===== config.mk =====
export PLATFORM = sky130hd
export DESIGN_NAME = cmpx_ctrl
export DESIGN_NICKNAME = d
export VERILOG_FILES = /design/src/rtl/cmpx_pkg.sv /design/src/rtl/cmpx_ctrl.sv
export SDC_FILE = /design/constraint.sdc
export NUM_CORES = 1
export LEC_CHECK = 0
export BUFFER_PORTS_ARGS = -buffer_cell sky130_fd_sc_hd__buf_2
export CAP_MARGIN = 20
export CORE_AREA = 2 2 39 41
export DETAILED_ROUTE_END_ITERATION = 7
export DIE_AREA = 0 0 41 43
export GPL_ROUTABILITY_DRIVEN = 0
export SETUP_SLACK_MARGIN = 0.05
export SLEW_MARGIN = 20
export SYNTH_ARGS = -nofsm -noshare
export SYNTH_HDL_FRONTEND = slang
export SYNTH_SLANG_ARGS = --single-unit

===== constraint.sdc =====
create_clock -name clk_i -period 2.52 [get_ports clk_i]
set_input_delay 0 -clock clk_i [delete_from_list [all_inputs] [get_ports clk_i]]
set_output_delay 0 -clock clk_i [all_outputs]
set_load 0.02 [all_outputs]

===== src/rtl/cmpx_pkg.sv =====
// shared widths and controller/datapath command and status types for the
// complex matrix product unit; no dependencies
package cmpx_pkg;

  // fixed field widths
  localparam int DATA_W = 24;
  localparam int IDX_W  = 4;
  localparam int ACC_W  = 56;
  localparam int PROD_W = 2 * DATA_W;

  // commands from the controller to the datapath
  typedef struct packed {
    logic capture;    // latch the accepted input transaction
    logic ram_wr;     // write the captured element into the right-matrix store
    logic cnt_clr;    // return the column counter to zero
    logic mac_issue;  // issue one store read and multiply-accumulate
    logic emit_load;  // load one product entry into the output register
  } cmd_t;

  // status from the datapath to the controller
  typedef struct packed {
    logic in_ok;      // input indices are in range
    logic in_kind;    // input kind, 1 for a left-matrix element
    logic cnt_last;   // column counter is at the last column
    logic pipe_busy;  // multiply-accumulate pipeline still holds work
    logic row_end;    // captured element closes its row
    logic out_free;   // output register can take a new entry this cycle
  } status_t;

endpackage


===== src/rtl/cmpx_ctrl.sv =====
// controller state machine of the complex matrix product unit
// depends on cmpx_pkg for the command and status types
module cmpx_ctrl (
  input  logic             clk_i,
  input  logic             rst_ni,
  input  logic             in_valid_i,
  output logic             in_stall_o,
  input  cmpx_pkg::status_t status_i,
  output cmpx_pkg::cmd_t    cmd_o
);

  localparam logic [2:0] S_IDLE  = 3'd0;
  localparam logic [2:0] S_WRITE = 3'd1;
  localparam logic [2:0] S_MAC   = 3'd2;
  localparam logic [2:0] S_DRAIN = 3'd3;
  localparam logic [2:0] S_EMIT  = 3'd4;

  logic [2:0] state_q, state_d;
  logic       accept;

  // input is taken only between items
  assign in_stall_o = (state_q != S_IDLE);
  assign accept     = in_valid_i && !in_stall_o;

  // next state and commands
  always_comb begin
    state_d = state_q;
    cmd_o   = '0;
    case (state_q)
      S_IDLE: begin
        if (accept && status_i.in_ok) begin
          cmd_o.capture = 1'b1;
          cmd_o.cnt_clr = 1'b1;
          state_d       = status_i.in_kind ? S_MAC : S_WRITE;
        end
      end
      S_WRITE: begin
        cmd_o.ram_wr = 1'b1;
        state_d      = S_IDLE;
      end
      S_MAC: begin
        cmd_o.mac_issue = 1'b1;
        if (status_i.cnt_last) begin
          cmd_o.cnt_clr = 1'b1;
          state_d       = S_DRAIN;
        end
      end
      S_DRAIN: begin
        if (!status_i.pipe_busy) begin
          state_d = status_i.row_end ? S_EMIT : S_IDLE;
        end
      end
      S_EMIT: begin
        if (status_i.out_free) begin
          cmd_o.emit_load = 1'b1;
          if (status_i.cnt_last) begin
            cmd_o.cnt_clr = 1'b1;
            state_d       = S_IDLE;
          end
        end
      end
      default: begin
        state_d = S_IDLE;
      end
    endcase
  end

  // state register
  always_ff @(posedge clk_i or negedge rst_ni) begin
    if (!rst_ni) begin
      state_q <= S_IDLE;
    end else begin
      state_q <= state_d;
    end
  end

endmodule


==> results.sh, run 1 <==
export IMPL_antenna_left=0
export IMPL_async_flop_share_pct=100
export IMPL_fin_cells=60
export IMPL_synthSimpleGateAreaFrac_pct=39.0
export IMPL_pwr_share_comb_pct=45.1
export IMPL_num_antenna_cells=0
export IMPL_cp_start_kind="flop"
export IMPL_hpwl_um=449
export IMPL_core_um2=1380
export IMPL_setup_worst_path_end_class="output pin"
export IMPL_internal_power_mw=0.190
export IMPL_synth_top_family_by_area="simple AND/OR/NAND/NOR gates"
export IMPL_drv_cap=0
export IMPL_placementRows=14
export IMPL_slew_headroom_pct=74.0
export IMPL_timing_fmax_ghz=0.672
export IMPL_vdd_drop_max_mv=0.308
export IMPL_status="finished clean"
export IMPL_worst_clock_skew_ns=0.00610
export IMPL_top_regs="state_q: 3 flops"
export IMPL_via_count=262
export IMPL_final_fill_count=162
export IMPL_synth_xor_area_share_pct=0
export IMPL_syn_num_nets=37
export IMPL_remaining_drc_errors=0
export IMPL_worstRegToRegCells=2
export IMPL_antenna_found_initial=0
export IMPL_grt_first_pass_wirelength_um=959
export IMPL_crit_path_max_fanout=11
export IMPL_final_area_um2=340
export IMPL_start_util_pct=17.6
export IMPL_grt_max_degree=13
export IMPL_synthMuxAreaShare_pct=4.62
export IMPL_critPathArrivalTime_ns=1.49
export IMPL_cts_root_buf="clkbuf_4"
export IMPL_yosysTopAreaCell="dfrtp_1"
export IMPL_via_per_inst=4.37
export IMPL_cts_htree_levels=1
export IMPL_ys_seq_area_share_pct=30.8
export IMPL_synth_area_leaders="dfrtp_1 (31%), buf_6 (9.2%), nand4b_1 (7.2%)"
export IMPL_postRouteWirelength_um=610
export IMPL_gr_usage_all_layers_pct=8.84
export IMPL_clkPwrFrac_pct=26.1
export IMPL_synth_edf_count=0
export IMPL_worstSetupPathType="reg -> out"
export IMPL_synthDistinctLibCells=19
export IMPL_period_needed_ns=1.49
export IMPL_hold_violations=0
export IMPL_dr_pass1_iters=2
export IMPL_cts_clk_slew_worst_paths_ns=0.04
export IMPL_syn_to_final_growth_pct=39.5
export IMPL_synth_adder_area_share_pct=0
export IMPL_nets=54
export IMPL_cp_data_required_time_ns=2.52
export IMPL_leakagePower_nw=0.164
export IMPL_seqPwrFrac_pct=28.8
export IMPL_overflow=0
export IMPL_ys_ff_latch=3
export IMPL_die_w_um=41
export IMPL_yosys_warnings=0
export IMPL_dp_slack_ns=1.27
export IMPL_setup_ws_ns=1.03
export IMPL_synth_compound_area_share_pct=13.3
export IMPL_total_power_mw=0.339
export IMPL_cts_tree="done"
export IMPL_wl_per_cell_um=10.2
export IMPL_final_setup_tns_ns=0
export IMPL_layout_drive_gt1_share_pct=43.2
export IMPL_finalCritPeriodShare_pct=59.0
export IMPL_synth_main_ff_cell="dfrtp_1"
export IMPL_hp_class="in -> reg"
export IMPL_die_area_um2=1760
export IMPL_worstHoldPathCells=3
export IMPL_port_buffers=14
export IMPL_largest_register_ffs=3
export IMPL_drtIter0Drc=6
export IMPL_syn_area_um2=244
export IMPL_ys_top_cells_by_count="dfrtp_1 (3), nand2_1 (3), nor2_1 (3)"
export IMPL_postCtsResizedCells=0
export IMPL_regArea_um2=75.1
export IMPL_tightest_slew_ns=0.380
export IMPL_num_io_pins=15
export IMPL_cts_sinks=3
export IMPL_cts_buffers=3
export IMPL_synth_cells=28
export IMPL_power_density_nw_per_um2=997
export IMPL_multi_input_area_um2=139
export IMPL_rsz0062_at_grt="no"
export IMPL_dp_cells=55
export IMPL_place_area_um2=304
export IMPL_switchingPower_mw=0.149
export IMPL_clockBufferDepth=2
export IMPL_r2r_slack_ns=1.28
export IMPL_clock_latency_ns=0.24
export IMPL_top_register="state_q"
export IMPL_switching_share_pct=43.9
export IMPL_syn_avg_cell_area_um2=8.71
export IMPL_slew_viol_final=0
export IMPL_dieHeight_um=43
export IMPL_synth_top_cell_area_share_pct=30.8
export IMPL_grt_pass1_vias=216
export IMPL_setup_viol=0
==> kinds of logic (layout without fill, tap and decap cells) <==
logic type | Yosys count | in the layout
AND/OR/NAND/NOR | 16 | 16
AO/OA/AOI/OAI | 5 | 5
flip-flops | 3 | 3
buffers and inverters | 3 | 19
multiplexers | 1 | 1
==> layout make-up <==
cell class | count | area share [%]
flip-flops and latches | 3 | 22.1
clock buffers | 4 | 7.72
well taps | 16 | 5.88
repair buffers | 15 | 23.5
multi-input cells | 22 | 40.8
==> worst max-delay path, cell delays in order (launching register included) <==
cell and delay, ns:
dfrtp_1 0.46, or3_2 0.51, nor2_1 0.11, buf_2 0.17
==> final timing paths <==
kind,start,end
min reg2reg,state_q[2],state_q[0]
max in group asynchronous,rst_ni,state_q[2]
max reg2reg,state_q[1],state_q[0]
min,status_i[4],state_q[0]
max,state_q[2],cmd_o[4]
min in group asynchronous,rst_ni,state_q[0]
==> per-layer routing <==
layer  global-route usage [%]  vias to the layer above  wire [um]  share of wire (%)
met2                     10.3                       12        287                 47
met5                        0                        -          0                  0
met4                     10.0                        0          0                  0
met3                     4.19                        0         69                 11
li1                         -                      134          -                  -
met1                     10.3                      116        253                 41
==> power by group through the flow <==
stage / registers, mW / logic [mW] / clock network (mW)
after floorplan: 0.0702 / 0.155 / 0
final: 0.0979 / 0.153 / 0.0885
after CTS: 0.0977 / 0.155 / 0.0920
after global placement: 0.0966 / 0.152 / 0
after detailed placement: 0.0982 / 0.154 / 0
after global routing: 0.105 / 0.169 / 0.0966
==> placed cells by master (no fill, tap or decap) <==
| cell type | n |
|---|---|
| a21boi_0 | 1 |
| mux2_2 | 1 |
| o21ai_0 | 1 |
| nand3_1 | 1 |
| clkbuf_4 | 3 |
| nor2_1 | 3 |
| a2111oi_0 | 1 |
| and3_1 | 1 |
| dfrtp_1 | 3 |
| a31oi_1 | 1 |
| nand4b_1 | 2 |
| nor3b_1 | 2 |
| nand3b_1 | 1 |
| or4_1 | 1 |
| nand2_1 | 3 |
| buf_2 | 14 |
| dlygate4sd3_1 | 1 |
| a21oi_1 | 1 |
| or3_1 | 1 |
| clkbuf_1 | 1 |
| or3_2 | 1 |
==> metrics by stage <==
| stage | utilization (%) | hold WS, ns |
|---|---|---|
| floorplan | - | -0.296 |
| global placement | 22.0 | -0.199 |
| detailed placement | 22.0 | -0.198 |
| CTS | 24.6 | 0.0414 |
| global route | 24.6 | 0.0562 |
| finish | 24.6 | 0.0516 |
==> repair_timing <==
action | 4_1_cts | 5_1_grt
buffers inserted | 0 | 0
hold endpoints to repair | 3 | 0
hold buffers | 1 | 0
No activity file was read; power rests on OpenSTA's default activity.
==> run 2, diff against run 1 <==
==> constraint.sdc (replaced) <==
create_clock -name clk_i -period 1.3 [get_ports clk_i]
set_input_delay 0 -clock clk_i [delete_from_list [all_inputs] [get_ports clk_i]]
set_output_delay 0 -clock clk_i [all_outputs]
set_load 0.02 [all_outputs]
==> results.sh, run 2 (synthesized netlist as in run 1, its figures left out) <==
export IMPL_status="finished clean"
export IMPL_tightest_slew_ns=0.352
export IMPL_switchingPower_mw=0.345
export IMPL_core_um2=1380
export IMPL_top_regs="state_q: 3 flops"
export IMPL_total_power_mw=0.843
export IMPL_setup_worst_path_end_class="output pin"
export IMPL_cp_data_required_time_ns=1.30
export IMPL_crit_path_max_fanout=4
export IMPL_via_per_inst=4.61
export IMPL_internal_power_mw=0.497
export IMPL_drtIter0Drc=7
export IMPL_cts_clk_slew_worst_paths_ns=0.04
export IMPL_pwr_share_comb_pct=60.4
export IMPL_cts_tree="done"
export IMPL_syn_to_final_growth_pct=72.3
export IMPL_die_area_um2=1760
export IMPL_largest_register_ffs=3
export IMPL_slew_headroom_pct=76.5
export IMPL_grt_pass1_vias=270
export IMPL_clkPwrFrac_pct=19.8
export IMPL_final_fill_count=151
export IMPL_start_util_pct=17.6
export IMPL_vdd_drop_max_mv=0.449
export IMPL_dp_slack_ns=0.0689
export IMPL_cts_root_buf="clkbuf_4"
export IMPL_antenna_left=0
export IMPL_finalCritPeriodShare_pct=99.4
export IMPL_cp_start_kind="flop"
export IMPL_gr_usage_all_layers_pct=8.36
export IMPL_switching_share_pct=41.0
export IMPL_via_count=295
export IMPL_cts_sinks=3
export IMPL_wl_per_cell_um=11.0
export IMPL_critPathArrivalTime_ns=1.29
export IMPL_grt_first_pass_wirelength_um=931
export IMPL_dr_pass1_iters=5
export IMPL_antenna_found_initial=0
export IMPL_clockBufferDepth=2
export IMPL_grt_max_degree=10
export IMPL_leakagePower_nw=0.193
export IMPL_hold_violations=0
export IMPL_postRouteWirelength_um=706
export IMPL_cts_buffers=3
export IMPL_port_buffers=14
export IMPL_dieHeight_um=43
export IMPL_overflow=0
export IMPL_worst_clock_skew_ns=0.00523
export IMPL_hpwl_um=482
export IMPL_rsz0062_at_grt="yes"
export IMPL_remaining_drc_errors=0
export IMPL_setup_ws_ns=0.00717
export IMPL_clock_latency_ns=0.24
export IMPL_seqPwrFrac_pct=19.8
export IMPL_power_density_nw_per_um2=2000
export IMPL_nets=58
export IMPL_num_antenna_cells=0
export IMPL_worstSetupPathType="reg -> out"
export IMPL_drv_cap=0
export IMPL_mostFrequentLayoutCell="buf_2"
export IMPL_hp_class="in -> reg"
export IMPL_period_needed_ns=1.29
export IMPL_final_cell_mix="buf_2 (10), buf_4 (6), nand2_1 (3), clkbuf_4 (3)"
export IMPL_final_setup_tns_ns=0
export IMPL_timing_fmax_ghz=0.773
export IMPL_cts_htree_levels=1
export IMPL_die_w_um=41
export IMPL_num_io_pins=15
export IMPL_placementRows=14
export IMPL_top_register="state_q"
export IMPL_layout_drive_gt1_share_pct=60.4
export IMPL_setup_viol=0
export IMPL_slew_viol_final=0
run 2: layout make-up:
class / count / area, um2 / area share (%)
multi-input cells: 22 / 169 / 40.2
repair buffers: 19 / 128 / 30.4
flip-flops and latches: 3 / 77.6 / 18.5
clock buffers: 4 / 26.3 / 6.25
well taps: 16 / 20.0 / 4.76
run 2: critical path, stage by stage (launching register included):
cell and delay (ns):
dfrtp_2 0.42, or3_1 0.35, a31oi_1 0.13, buf_4 0.16
run 2: what timing repair did:
item | in CTS | in global routing
setup endpoints to repair | 4 | 7
pin swaps | 4 | 2
setup buffers | 2 | 0
resized for setup | 6 | 7
hold buffers | 1 | 0
endpoints found under the hold margin | 3 | 0
run 2: worst paths after layout:
kind / from / endpoint / slack, ns / cells after the start
setup / recovery: state_q[1] / cmd_o[2] / 0.007 / 3
hold / removal: status_i[4] / state_q[0] / 0.05 / 3
setup reg to reg: state_q[0] / state_q[1] / 0.08 / 3
hold reg to reg: state_q[2] / state_q[0] / 0.61 / 2
max in group asynchronous: rst_ni / state_q[1] / 1.09 / 2
min in group asynchronous: rst_ni / state_q[0] / 0.09 / 2
run 2: layer usage:
layer	part of all wire, %	wire (um)	global-route usage (%)
met1	38	271	7.79
met3	5.1	36	3.14
met5	0	0	0
met4	0	0	10.0
met2	57	399	11.9
run 2: power by group through the flow:
stage | clock (mW) | sequential (mW) | combinational (mW)
finish | 0.167 | 0.167 | 0.509
global route | 0.174 | 0.172 | 0.557
CTS | 0.166 | 0.160 | 0.448
detailed placement | 0 | 0.177 | 0.372
global placement | 0 | 0.173 | 0.368
floorplan | 0 | 0.136 | 0.331
run 2: per-stage QoR:
| stage | hold slack, ns | instances | instance area (um2) | util [%] |
|---|---|---|---|---|
| floorplan | -0.296 | 28 | 255 | - |
| global placement | -0.202 | 57 | 330 | 23.9 |
| detailed placement | -0.202 | 57 | 330 | 23.9 |
| CTS | 0.0425 | 64 | 395 | 28.6 |
| global route | 0.0671 | 64 | 420 | 30.4 |
| finish | 0.0502 | 64 | 420 | 30.4 |
